===== config.mk =====
export PLATFORM = sky130hd
export DESIGN_NAME = json_string_unescape_utf8_unit
export DESIGN_NICKNAME = d
export VERILOG_FILES = /design/src/jsu_pkg.sv /design/src/json_string_unescape_utf8_unit.sv /design/src/jsu_parser.sv /design/src/jsu_serializer.sv
export VERILOG_INCLUDE_DIRS = /design/src /design/src/src
export SDC_FILE = /design/constraint.sdc
export NUM_CORES = 1
export LEC_CHECK = 0
export BUFFER_PORTS_ARGS = -buffer_cell sky130_fd_sc_hd__buf_2
export CORE_ASPECT_RATIO = 1.1
export CORE_MARGIN = 1
export CORE_UTILIZATION = 55
export DETAILED_ROUTE_END_ITERATION = 10
export GPL_TIMING_DRIVEN = 0
export PLACE_DENSITY = 0.76
export SYNTH_ARGS = -nofsm -noshare
export SYNTH_HDL_FRONTEND = slang
export SYNTH_HIERARCHICAL = 1
export SYNTH_SLANG_ARGS = --single-unit

===== constraint.sdc =====
create_clock -name clk -period 4.7 [get_ports clk]
set_input_delay 0.235 -clock clk [delete_from_list [all_inputs] [get_ports clk]]
set_output_delay 0.235 -clock clk [all_outputs]
set_load 0.005 [all_outputs]

===== src/json_string_unescape_utf8_unit_defines.svh =====
// ---------------------------------------------------------------------------
// JSON string unescaper assertion macros
// Concurrent assertion wrappers shared by the unescaper RTL.
// ---------------------------------------------------------------------------
`ifndef JSON_STRING_UNESCAPE_UTF8_UNIT_DEFINES_SVH
`define JSON_STRING_UNESCAPE_UTF8_UNIT_DEFINES_SVH

`ifndef SYNTH

`define JSU_ASSERT_IMPLIES(label, clk, rst_n, ante, cons, msg) \
    label: assert property (@(posedge clk) disable iff (!rst_n) (ante) |-> (cons)) \
        else $error(msg);

`define JSU_ASSERT_NEXT(label, clk, rst_n, ante, cons, msg) \
    label: assert property (@(posedge clk) disable iff (!rst_n) (ante) |=> (cons)) \
        else $error(msg);

`else

`define JSU_ASSERT_IMPLIES(label, clk, rst_n, ante, cons, msg)

`define JSU_ASSERT_NEXT(label, clk, rst_n, ante, cons, msg)

`endif

`endif


===== src/jsu_pkg.sv =====
// ---------------------------------------------------------------------------
// JSON string unescaper package
// Parse modes, result codes, character constants and shared helpers.
// ---------------------------------------------------------------------------
package jsu_pkg;

    typedef enum logic [6:0] {
        MODE_IDLE   = 7'b0000001,
        MODE_BODY   = 7'b0000010,
        MODE_ESC    = 7'b0000100,
        MODE_HEX1   = 7'b0001000,
        MODE_WANTBS = 7'b0010000,
        MODE_WANTU  = 7'b0100000,
        MODE_HEX2   = 7'b1000000
    } mode_t;

    localparam logic [1:0] KIND_BYTE  = 2'd0;
    localparam logic [1:0] KIND_DONE  = 2'd1;
    localparam logic [1:0] KIND_ERROR = 2'd2;

    localparam logic [2:0] ERR_NONE         = 3'd0;
    localparam logic [2:0] ERR_NO_QUOTE     = 3'd1;
    localparam logic [2:0] ERR_UNTERMINATED = 3'd2;
    localparam logic [2:0] ERR_BSLASH_END   = 3'd3;
    localparam logic [2:0] ERR_BAD_ESCAPE   = 3'd4;
    localparam logic [2:0] ERR_LOW_MISSING  = 3'd5;
    localparam logic [2:0] ERR_U_MISSING    = 3'd6;

    localparam logic [7:0] CH_QUOTE  = 8'h22;
    localparam logic [7:0] CH_BSLASH = 8'h5C;
    localparam logic [7:0] CH_SLASH  = 8'h2F;
    localparam logic [7:0] CH_LC_N   = 8'h6E;
    localparam logic [7:0] CH_LC_B   = 8'h62;
    localparam logic [7:0] CH_LC_F   = 8'h66;
    localparam logic [7:0] CH_LC_T   = 8'h74;
    localparam logic [7:0] CH_LC_R   = 8'h72;
    localparam logic [7:0] CH_LC_U   = 8'h75;

    localparam logic [5:0] HIGH_SURR_TAG = 6'b110110;
    localparam int         MAX_RESULTS   = 4;

    typedef struct packed {
        logic [1:0] kind;
        logic [7:0] data;
        logic [2:0] err;
    } result_t;

    typedef struct packed {
        result_t [MAX_RESULTS-1:0] res;
        logic [2:0]                num;
    } batch_t;

    function automatic logic [3:0] hex_value(input logic [7:0] b);
        logic [3:0] v;
        if (b inside {[8'h30:8'h39]})
            v = b[3:0];
        else if (b inside {[8'h61:8'h66], [8'h41:8'h46]})
            v = b[3:0] + 4'd9;
        else
            v = 4'd0;
        return v;
    endfunction

    function automatic result_t make_byte(input logic [7:0] d);
        result_t r;
        r.kind = KIND_BYTE;
        r.data = d;
        r.err  = ERR_NONE;
        return r;
    endfunction

    function automatic result_t make_error(input logic [2:0] code);
        result_t r;
        r.kind = KIND_ERROR;
        r.data = 8'h00;
        r.err  = code;
        return r;
    endfunction

endpackage


===== src/json_string_unescape_utf8_unit.sv =====
// ---------------------------------------------------------------------------
// JSON string unescaper, UTF-8 output
// Decodes a quoted JSON string literal byte by byte into UTF-8 results.
// ---------------------------------------------------------------------------
// One literal byte is taken per request on the slave side (s_tuser marks end of
// input). Each byte is decoded combinationally into zero to four results, which
// leave the result register on the master side one per cycle while m_tready is
// high. A byte giving no result loads nothing; a byte giving results occupies
// the single output port, and the next byte is taken in the cycle that the last
// of them is handed over.
// ---------------------------------------------------------------------------
`include "json_string_unescape_utf8_unit_defines.svh"

module json_string_unescape_utf8_unit
    import jsu_pkg::*;
(
    input  logic        clk,
    input  logic        rst_n,
    input  logic        s_tvalid,
    output logic        s_tready,
    input  logic [7:0]  s_tdata,   // in_byte[7:0]
    input  logic [0:0]  s_tuser,   // end_of_input[0]
    output logic        m_tvalid,
    input  logic        m_tready,
    output logic [15:0] m_tdata,   // data_byte[7:0], error_code[10:8], zero pad
    output logic [1:0]  m_tuser,   // kind[1:0]
    output logic        m_tlast
);

    batch_t batch;
    logic   in_accept;
    logic   load;
    logic   free;

    assign s_tready  = free;
    assign in_accept = s_tvalid && s_tready;
    assign load      = in_accept && (batch.num != 3'd0);

    jsu_parser u_parser (
        .clk          (clk),
        .rst_n        (rst_n),
        .accept       (in_accept),
        .in_byte      (s_tdata),
        .end_of_input (s_tuser[0]),
        .batch        (batch)
    );

    jsu_serializer u_serializer (
        .clk      (clk),
        .rst_n    (rst_n),
        .load     (load),
        .batch    (batch),
        .free     (free),
        .m_tvalid (m_tvalid),
        .m_tready (m_tready),
        .m_tdata  (m_tdata),
        .m_tuser  (m_tuser),
        .m_tlast  (m_tlast)
    );

    `JSU_ASSERT_NEXT(a_load_shows_result, clk, rst_n, load, m_tvalid, "loaded batch not presented")
    `JSU_ASSERT_IMPLIES(a_ready_only_when_drained, clk, rst_n, s_tready && m_tvalid, m_tlast && m_tready, "request taken over pending results")

endmodule


===== src/jsu_parser.sv =====
// ---------------------------------------------------------------------------
// JSON string unescaper parser
// Parse-mode register and single-pass decode of one byte into a result batch.
// ---------------------------------------------------------------------------
module jsu_parser
    import jsu_pkg::*;
(
    input  logic       clk,
    input  logic       rst_n,
    input  logic       accept,
    input  logic [7:0] in_byte,
    input  logic       end_of_input,
    output batch_t     batch
);

    mode_t       mode_reg, mode_next;
    logic [15:0] acc_reg, acc_next;
    logic [9:0]  hs_reg, hs_next;
    logic [1:0]  cnt_reg, cnt_next;
    logic [15:0] acc_new;
    logic [20:0] cp;

    function automatic batch_t encode_utf8(input logic [20:0] c);
        batch_t o;
        o = '0;
        if (c <= 21'h7F) begin
            o.res[0] = make_byte(c[7:0]);
            o.num    = 3'd1;
        end
        else if (c <= 21'h7FF) begin
            o.res[0] = make_byte({3'b110, c[10:6]});
            o.res[1] = make_byte({2'b10, c[5:0]});
            o.num    = 3'd2;
        end
        else if (c <= 21'hFFFF) begin
            o.res[0] = make_byte({4'b1110, c[15:12]});
            o.res[1] = make_byte({2'b10, c[11:6]});
            o.res[2] = make_byte({2'b10, c[5:0]});
            o.num    = 3'd3;
        end
        else begin
            o.res[0] = make_byte({5'b11110, c[20:18]});
            o.res[1] = make_byte({2'b10, c[17:12]});
            o.res[2] = make_byte({2'b10, c[11:6]});
            o.res[3] = make_byte({2'b10, c[5:0]});
            o.num    = 3'd4;
        end
        return o;
    endfunction

    assign acc_new = {acc_reg[11:0], hex_value(in_byte)};

    always_comb
    begin
        mode_next = mode_reg;
        acc_next  = acc_reg;
        hs_next   = hs_reg;
        cnt_next  = cnt_reg;
        batch     = '0;
        cp        = '0;
        case (mode_reg)
            MODE_BODY:
            begin
                if (end_of_input) begin
                    mode_next    = MODE_IDLE;
                    cnt_next     = 2'd0;
                    batch.res[0] = make_error(ERR_UNTERMINATED);
                    batch.num    = 3'd1;
                end
                else if (in_byte == CH_QUOTE) begin
                    mode_next         = MODE_IDLE;
                    batch.res[0].kind = KIND_DONE;
                    batch.num         = 3'd1;
                end
                else if (in_byte == CH_BSLASH) begin
                    mode_next = MODE_ESC;
                end
                else begin
                    batch.res[0] = make_byte(in_byte);
                    batch.num    = 3'd1;
                end
            end
            MODE_ESC:
            begin
                if (end_of_input) begin
                    mode_next    = MODE_IDLE;
                    cnt_next     = 2'd0;
                    batch.res[0] = make_error(ERR_BSLASH_END);
                    batch.num    = 3'd1;
                end
                else begin
                    mode_next = MODE_BODY;
                    batch.num = 3'd1;
                    case (in_byte)
                        CH_LC_N: batch.res[0] = make_byte(8'd10);
                        CH_LC_B: batch.res[0] = make_byte(8'd8);
                        CH_LC_F: batch.res[0] = make_byte(8'd12);
                        CH_LC_T: batch.res[0] = make_byte(8'd9);
                        CH_LC_R: batch.res[0] = make_byte(8'd13);
                        CH_SLASH, CH_BSLASH, CH_QUOTE: batch.res[0] = make_byte(in_byte);
                        CH_LC_U:
                        begin
                            mode_next = MODE_HEX1;
                            acc_next  = 16'h0000;
                            cnt_next  = 2'd0;
                            batch.num = 3'd0;
                        end
                        default:
                        begin
                            mode_next    = MODE_IDLE;
                            cnt_next     = 2'd0;
                            batch.res[0] = make_error(ERR_BAD_ESCAPE);
                        end
                    endcase
                end
            end
            MODE_HEX1, MODE_HEX2:
            begin
                if (end_of_input) begin
                    mode_next    = MODE_IDLE;
                    cnt_next     = 2'd0;
                    batch.res[0] = make_error(ERR_UNTERMINATED);
                    batch.num    = 3'd1;
                end
                else begin
                    acc_next = acc_new;
                    if (cnt_reg != 2'd3) begin
                        cnt_next = cnt_reg + 2'd1;
                    end
                    else begin
                        cnt_next = 2'd0;
                        if (mode_reg == MODE_HEX1 && acc_new[15:10] == HIGH_SURR_TAG) begin
                            hs_next   = acc_new[9:0];
                            mode_next = MODE_WANTBS;
                        end
                        else begin
                            mode_next = MODE_BODY;
                            if (mode_reg == MODE_HEX1)
                                cp = {5'd0, acc_new};
                            else
                                cp = {1'b0, hs_reg, acc_new[9:0]} + 21'h10000;
                            batch = encode_utf8(cp);
                        end
                    end
                end
            end
            MODE_WANTBS:
            begin
                if (end_of_input || in_byte != CH_BSLASH) begin
                    mode_next    = MODE_IDLE;
                    cnt_next     = 2'd0;
                    batch.res[0] = make_error(ERR_LOW_MISSING);
                    batch.num    = 3'd1;
                end
                else begin
                    mode_next = MODE_WANTU;
                end
            end
            MODE_WANTU:
            begin
                if (end_of_input || in_byte != CH_LC_U) begin
                    mode_next    = MODE_IDLE;
                    cnt_next     = 2'd0;
                    batch.res[0] = make_error(end_of_input ? ERR_LOW_MISSING : ERR_U_MISSING);
                    batch.num    = 3'd1;
                end
                else begin
                    mode_next = MODE_HEX2;
                    acc_next  = 16'h0000;
                    cnt_next  = 2'd0;
                end
            end
            default:
            begin
                if (end_of_input || in_byte != CH_QUOTE) begin
                    mode_next    = MODE_IDLE;
                    cnt_next     = 2'd0;
                    batch.res[0] = make_error(ERR_NO_QUOTE);
                    batch.num    = 3'd1;
                end
                else begin
                    mode_next = MODE_BODY;
                    cnt_next  = 2'd0;
                end
            end
        endcase
    end

    always_ff @(posedge clk or negedge rst_n)
    begin
        if (!rst_n) begin
            mode_reg <= MODE_IDLE;
            acc_reg  <= 16'h0000;
            hs_reg   <= 10'h000;
            cnt_reg  <= 2'd0;
        end
        else if (accept) begin
            mode_reg <= mode_next;
            acc_reg  <= acc_next;
            hs_reg   <= hs_next;
            cnt_reg  <= cnt_next;
        end
    end

endmodule


===== src/jsu_serializer.sv =====
// ---------------------------------------------------------------------------
// JSON string unescaper result serializer
// Result register holding one batch and issuing its results one per request.
// ---------------------------------------------------------------------------
`include "json_string_unescape_utf8_unit_defines.svh"

module jsu_serializer
    import jsu_pkg::*;
(
    input  logic        clk,
    input  logic        rst_n,
    input  logic        load,
    input  batch_t      batch,
    output logic        free,
    output logic        m_tvalid,
    input  logic        m_tready,
    output logic [15:0] m_tdata,   // data_byte[7:0], error_code[10:8], zero pad
    output logic [1:0]  m_tuser,   // kind[1:0]
    output logic        m_tlast
);

    batch_t     batch_reg;
    logic [1:0] idx_reg;
    logic       valid_reg;
    result_t    cur;
    logic       out_accept;

    assign cur        = batch_reg.res[idx_reg];
    assign m_tvalid   = valid_reg;
    assign m_tdata    = {5'd0, cur.err, cur.data};
    assign m_tuser    = cur.kind;
    assign m_tlast    = ({1'b0, idx_reg} + 3'd1) == batch_reg.num;
    assign out_accept = valid_reg && m_tready;
    assign free       = !valid_reg || (out_accept && m_tlast);

    // hold the batch payload; no reset needed
    always_ff @(posedge clk)
    begin
        if (load)
            batch_reg <= batch;
    end

    always_ff @(posedge clk or negedge rst_n)
    begin
        if (!rst_n) begin
            valid_reg <= 1'b0;
            idx_reg   <= 2'd0;
        end
        else if (load) begin
            valid_reg <= 1'b1;
            idx_reg   <= 2'd0;
        end
        else if (out_accept) begin
            if (m_tlast)
                valid_reg <= 1'b0;
            else
                idx_reg <= idx_reg + 2'd1;
        end
    end

    `JSU_ASSERT_NEXT(a_no_drop_mid_batch, clk, rst_n, out_accept && !m_tlast, m_tvalid, "batch dropped before its last result")
    `JSU_ASSERT_IMPLIES(a_idx_in_range, clk, rst_n, valid_reg, {1'b0, idx_reg} < batch_reg.num, "result index beyond batch size")

endmodule

Yosys cells after proc, flatten, opt, wreduce, memory -nomap -nowiden

Cells that the tools add are included.

Logic and storage cells: 159
Output and inout port bits: 21
Bits of input ports: 13
Register bits: 89

Reductions and logical operators: 30
Bitwise operators: 3
Equality and inequality tests: 31
Add/sub/neg operators: 5
Mux-type cells: 59
Order comparisons: 10

Operators with widths:

| kind                                                                                | count |
|---|---|
| 16-bit 2-to-1 mux                                                                   | 9 |
| 21-bit 2-to-1 mux                                                                   | 5 |
| 13-bit one-hot mux with 7 select lines                                              | 1 |
| 16-bit one-hot mux with 5 select lines                                              | 1 |
| 8-bit by 7-bit equality test with 1-bit output, second input constant               | 7 |
| 7-bit 2-to-1 mux                                                                    | 7 |
| 12-bit 2-to-1 mux                                                                   | 4 |
| 38-bit 2-to-1 mux                                                                   | 1 |
| 12-bit one-hot mux with 3 select lines                                              | 1 |
| 7-bit one-hot mux with 5 select lines                                               | 1 |
| 29-bit 2-to-1 mux                                                                   | 1 |
| 13-bit binary-select mux with 2-bit select                                          | 1 |
| 11-bit 2-to-1 mux                                                                   | 2 |
| 2-bit 2-to-1 mux                                                                    | 11 |
| 20-bit by 17-bit adder with 21-bit output, second input constant                    | 1 |
| 21-bit by 11-bit <= comparator with 1-bit output, second input constant             | 1 |
| 21-bit by 16-bit <= comparator with 1-bit output, second input constant             | 1 |
| 21-bit by 7-bit <= comparator with 1-bit output, second input constant              | 1 |
| 8-bit by 6-bit equality test with 1-bit output, second input constant               | 2 |
| 8-bit by 7-bit greater-or-equal comparator with 1-bit output, second input constant | 2 |
| 8-bit by 7-bit <= comparator with 1-bit output, second input constant               | 2 |
| 8-bit by 7-bit inequality test with 1-bit output, second input constant             | 2 |
| 14-bit 2-to-1 mux                                                                   | 1 |
| 2-bit inequality test, second input constant                                        | 7 |
| other kinds (43)                                                                    | 66 |

Depth between registers and ports, before layout

Depth in word-level cells: 23
Gate-level depth with buffers: 12

Modules after synthesis

Netlist, hierarchy kept.

By module, submodules not included:

| module                         | instances | area each (um2) | cells each |
|---|---|---|---|
| jsu_parser                     | 1         | 2862.7          | 373 |
| jsu_serializer                 | 1         | 2289.7          | 104 |
| json_string_unescape_utf8_unit | 1         | 16.3            | 2 |

Worst setup path after synthesis

No wires, ideal clock.

Path type: flip-flop to flip-flop
Start point: reg u_parser.mode_reg[6]
End point: reg u_serializer.idx_reg[0]
Path slack: 0.504 ns
Period minus slack after synthesis: 4.196 ns
Required time: 4.571 ns
Arrival time: 4.066 ns
Setup time: 0.129 ns
Stages on the path, launching flop included: 13
Cells stage by stage: dfrtp_1 buf_6 or4b_4 buf_6 nor2_4 mux2i_1 a21oi_1 nor4_1 or4b_1 o311a_1 and4bb_2 a22oi_1 nand3_1

RTL lines:

| element                | line                 | text |
|---|---|---|
| from (decl)            | jsu_parser.sv:16     | `mode_t mode_reg, mode_next;` |
| from (signal assigned) | jsu_parser.sv:198    | `mode_reg <= mode_next;` |
| to (signal assigned)   | jsu_serializer.sv:57 | `idx_reg <= idx_reg + 2'd1;` |
| to (decl)              | jsu_serializer.sv:23 | `logic [1:0] idx_reg;` |

==> results by stage <==
Pwr:
- The worst-case IR drop observed on VDD is 0.169 mV.
- Internal power comes to 1500 uW.
- The power share of the clock group is approximately a quarter.
- The portion of total power attributed to combinational logic is 28.4%.
- Of the total power, the share spent switching nets is 28.9%.
- In this run the power density over the cells is around 370 nW/um^2.
- In this run the static leakage power is 0.00228 uW.
- The power dissipated by switching net loads is a little over 600 uW.
- Of the total power, registers draw 47.5%.

Synthesis:
- Averaged over all synthesized cells, the footprint is around 11 um^2.
- The area of the mapped netlist is 5170 um^2.
- The sequential area share after synthesis is approximately half.
- The synthesized netlist contains 78 unique library cells.
- Yosys printed 6 warnings.
- After synthesis, the share of flip-flops with an asynchronous set or reset is between 30% and 40%.
- The number of flops mapped to enable cells by yosys is between 50 and 60.
- In this run, synthesis produced a sequential element count of just under 90.
- The most frequently used flop master after synthesis is sky130_fd_sc_hd__edfxtp_1.
- The cell count after synthesis is between 400 and 500.

STA:
- The final number of hold-violating endpoints is 0.
- Summed over all failing endpoints, the final setup total negative slack is 0 ns.
- The final critical path takes up a little over four fifths of the cycle.
- The upper clock frequency limit is approximately 0.25 GHz.
- For the final database, setup skew stands at about 0.0096 ns.
- Setup repair after global routing left no endpoint under its margin.
- After layout, the minimum clock period comes to 3.95 ns.
- The slew of the pin with the lowest slew margin is approximately 0.93 ns.
- The final number of max-transition violations is 0.
- The final number of setup-violating endpoints is 0.
- Headroom to the max-slew limit came out at a little under two fifths.
- The smallest hold slack is roughly 0.24 ns.

Global route:
- The overall track demand over capacity in global routing is a little over a quarter.
- Summed over all layers, the global routing overflow is 0.
- The number of global-route vias before repair is between 3000 and 4000.
- The global-route wire length before repair is between 15000 and 20000 um.
- The number of antenna violations at the first check in global routing is 0.
- The maximum number of pins on one net before global-route repair is 35.

Min path:
- The min-delay analysis places its worst path in the category input pin to register.

Floorplan:
- After floorplanning, the core was divided into 36 placement rows.
- The initial standard-cell utilization of the core is a little under three fifths.
- The placeable core region is 9010 um^2.
- In this run the count of I/O pins placed on the die edge is 34.
- The die covers between 9000 and 10000 um^2.
- The die is around 94 um wide.
- The die height is 104 um.

Route:
- Wires add up to 12200 um.
- The routed wire length per instance is around 18 um.
- In the routed layout, each cell is associated on average with a via count of around 6.1.
- The post-detailed-route count of antenna-violating nets is 0.
- Detailed routing inserted a total of just over 4000 vias.
- The violation count after the first detailed-route iteration is between 300 and 400.
- The number of remaining DRC errors is 0.
- The number of search-and-repair iterations in the first detailed-routing pass is 6.

Clock tree:
- The number of gates resized after CTS was 0.
- The CTS tree is done.
- The number of levels in the clock H-tree is 3.
- The later pin in the worst-skew pair is clocked with a latency of 0.36 ns.
- The post-CTS clock slew at the launch and capture registers of the worst setup and hold paths is around 0.090 ns.
- The maximum root-to-sink buffer count is 2.
- The total clock sinks is 89.
- The number of setup buffers added after CTS is 0.
- The cell at the root of the clock tree is sky130_fd_sc_hd__clkbuf_8.
- The CTS buffer count is 9.

Worst setup path:
- For the worst setup path, the data arrival time is around 4.2 ns.
- For the worst setup path, the data required time is 4.92 ns.
- The worst reg-to-reg setup slack is around 0.75 ns.
- STA classifies the critical path startpoint as a register.
- The startpoint-to-endpoint class of the critical path is register to register.
- In this run the worst path has a maximum fanout of 30.
- STA classifies the critical path endpoint as a register.

Cells and area:
- The count of inserted antenna diode cells is 0.
- The register with the most flip-flops in the layout has 55 of them.
- In the final design database the tool counted approximately 560 nets.
- The area growth from synthesis to final layout is 11.2%.
- The fraction of layout instances using a drive strength above 1 is between 10% and 20%.

Job:
- The max capacitance violation total is 0.

Placement:
- Buffers placed on the I/O ports in this run total 28.
- The HPWL reported at the end of detailed placement is 9040 um.
- Routability-driven placement finished with a final weighted congestion of ~0.97.

Outcome:
- The run finished with clean final reports.
-- power groups by stage --
stage / Clock, uW / Combinational, uW / Sequential, uW
after floorplan: 0 / 410 / 1010
after global placement: 0 / 568 / 1020
after detailed placement: 0 / 603 / 1020
after CTS: 519 / 604 / 1000
after global routing: 553 / 660 / 1010
final: 507 / 599 / 1000
-- synth_stat cells, types with 4 or more instances --
| cell type | number | share of area [%] |
|---|---|---|
| sky130_fd_sc_hd__inv_1 | 9 | 0.65 |
| sky130_fd_sc_hd__nor2b_1 | 8 | 0.97 |
| sky130_fd_sc_hd__a21o_1 | 4 | 0.58 |
| sky130_fd_sc_hd__nand2_1 | 67 | 4.9 |
| sky130_fd_sc_hd__dfrtp_1 | 33 | 16 |
| sky130_fd_sc_hd__clkbuf_1 | 12 | 0.87 |
| sky130_fd_sc_hd__nand4_1 | 5 | 0.61 |
| sky130_fd_sc_hd__or4b_1 | 4 | 0.77 |
| sky130_fd_sc_hd__o21bai_1 | 5 | 0.73 |
| sky130_fd_sc_hd__o211ai_1 | 5 | 0.73 |
| sky130_fd_sc_hd__mux4_2 | 8 | 3.5 |
| sky130_fd_sc_hd__mux4_1 | 5 | 2.5 |
| sky130_fd_sc_hd__o31ai_1 | 7 | 1.0 |
| sky130_fd_sc_hd__o21ai_0 | 11 | 1.1 |
| sky130_fd_sc_hd__nand3_1 | 10 | 0.97 |
| sky130_fd_sc_hd__mux2_1 | 6 | 1.3 |
| sky130_fd_sc_hd__edfxtp_1 | 55 | 32 |
| sky130_fd_sc_hd__a22oi_1 | 5 | 0.73 |
| sky130_fd_sc_hd__and2_1 | 4 | 0.48 |
| sky130_fd_sc_hd__xnor2_1 | 5 | 0.85 |
| sky130_fd_sc_hd__buf_2 | 6 | 0.58 |
| sky130_fd_sc_hd__nor3_1 | 8 | 0.77 |
| sky130_fd_sc_hd__a21oi_1 | 23 | 2.2 |
| sky130_fd_sc_hd__o21ai_1 | 18 | 1.7 |
| sky130_fd_sc_hd__nand2b_1 | 4 | 0.48 |
| sky130_fd_sc_hd__nor4_1 | 6 | 0.73 |
| sky130_fd_sc_hd__ha_1 | 7 | 1.7 |
| sky130_fd_sc_hd__nor2_1 | 26 | 1.9 |
| sky130_fd_sc_hd__xor2_1 | 5 | 0.85 |
| sky130_fd_sc_hd__a22o_1 | 4 | 0.68 |
| sky130_fd_sc_hd__buf_4 | 23 | 3.3 |
-- final timing paths --
path / from / to / cells past startpoint
setup / recovery: u_parser/mode_reg[2]$_DFFE_PN0P_ / u_serializer/idx_reg[1]$_DFFE_PN0P_ / 11
hold / removal: s_tuser / u_parser/mode_reg[5]$_DFFE_PN0P_ / 3
max in group asynchronous: rst_n / u_parser/hs_reg[8]$_DFFE_PN0P_ / 2
setup reg to reg: u_parser/mode_reg[2]$_DFFE_PN0P_ / u_serializer/idx_reg[1]$_DFFE_PN0P_ / 11
hold reg to reg: u_parser/cnt_reg[1]$_DFFE_PN0P_ / u_parser/cnt_reg[1]$_DFFE_PN0P_ / 1
min in group asynchronous: rst_n / u_parser/mode_reg[5]$_DFFE_PN0P_ / 2
-- placed cells by master, fill, tap and decap left out, types with 4 or more instances in the layout --
cell / count
sky130_fd_sc_hd__nor2_1: 26
sky130_fd_sc_hd__nand2_1: 67
sky130_fd_sc_hd__nor4_1: 6
sky130_fd_sc_hd__a22oi_1: 5
sky130_fd_sc_hd__a21oi_1: 23
sky130_fd_sc_hd__mux2_1: 6
sky130_fd_sc_hd__mux4_2: 8
sky130_fd_sc_hd__inv_1: 9
sky130_fd_sc_hd__o21ai_0: 11
sky130_fd_sc_hd__a21o_1: 4
sky130_fd_sc_hd__nand3_1: 10
sky130_fd_sc_hd__edfxtp_1: 55
sky130_fd_sc_hd__buf_4: 23
sky130_fd_sc_hd__o21bai_1: 5
sky130_fd_sc_hd__nand2b_1: 4
sky130_fd_sc_hd__a22o_1: 4
sky130_fd_sc_hd__dfrtp_1: 33
sky130_fd_sc_hd__clkbuf_1: 13
sky130_fd_sc_hd__nor3_1: 8
sky130_fd_sc_hd__conb_1: 23
sky130_fd_sc_hd__ha_1: 7
sky130_fd_sc_hd__xor2_1: 5
sky130_fd_sc_hd__xnor2_1: 5
sky130_fd_sc_hd__and2_1: 4
sky130_fd_sc_hd__mux4_1: 5
sky130_fd_sc_hd__nor2b_1: 8
sky130_fd_sc_hd__o31ai_1: 7
sky130_fd_sc_hd__buf_2: 34
sky130_fd_sc_hd__o21ai_1: 18
sky130_fd_sc_hd__nand4_1: 5
sky130_fd_sc_hd__clkbuf_8: 9
sky130_fd_sc_hd__or4b_1: 4
sky130_fd_sc_hd__o211ai_1: 5
-- layer usage --
layer | global-route usage, % | up-vias | wire [um]
met5 | 0 | - | 0
met2 | 40.8 | 172 | 5840
met4 | 12.4 | 0 | 361
li1 | - | 1894 | -
met3 | 6.02 | 34 | 681
met1 | 36.4 | 1937 | 5280
-- kinds of logic (layout without fill, tap and decap cells) --
logic type	after synthesis	after routing	synth area share, %
compound gates	113	113	14.6
xor+xnor	10	10	1.69
fa+ha+maj	7	7	1.69
buf+inv	56	102	6.63
flops	89	89	48.4
mux	23	23	8.16
other cells	2	23	0.145
simple gates	179	179	18.6
-- timing repair --
action,4_1_cts,5_1_grt
hold buffers,1,0
endpoints found under the hold margin,32,0
endpoints found under the setup margin,0,0
-- worst max-delay path, stage by stage (launching register included) --
cell	delay (ns)
sky130_fd_sc_hd__dfrtp_1	0.47
sky130_fd_sc_hd__or4b_4	0.56
sky130_fd_sc_hd__buf_6	0.15
sky130_fd_sc_hd__nor2_4	0.20
sky130_fd_sc_hd__mux2i_1	0.50
sky130_fd_sc_hd__a21oi_1	0.15
sky130_fd_sc_hd__nor4_1	0.27
sky130_fd_sc_hd__or4b_1	0.22
sky130_fd_sc_hd__o311a_2	0.63
sky130_fd_sc_hd__and4b_1	0.28
sky130_fd_sc_hd__a22oi_1	0.20
sky130_fd_sc_hd__nand3_1	0.14
-- area by class of cell --
| type | instances | area [um^2] |
|---|---|---|
| clock inverters | 6 | 60.1 |
| fillers | 721 | 3260 |
| repair buffers | 30 | 170 |
| well taps | 114 | 143 |
| multi-input cells | 355 | 2400 |
| flip-flops and latches | 89 | 2500 |
| clock buffers | 10 | 128 |
| inverters | 11 | 41.3 |
| plain buffers | 45 | 302 |
-- stage by stage --
stage | area, um^2 | instances | setup WS, ns | util (%) | total power [uW]
floorplan | 5250 | 500 | 0.504 | - | 1420
global placement | 5530 | 642 | -0.349 | 61.4 | 1590
detailed placement | 5550 | 643 | 0.845 | 61.6 | 1620
CTS | 5750 | 660 | 0.828 | 63.8 | 2130
global route | 5750 | 660 | 0.536 | 63.8 | 2230
finish | 5750 | 660 | 0.753 | 63.8 | 2110
Power figures use the tool's default switching activity.
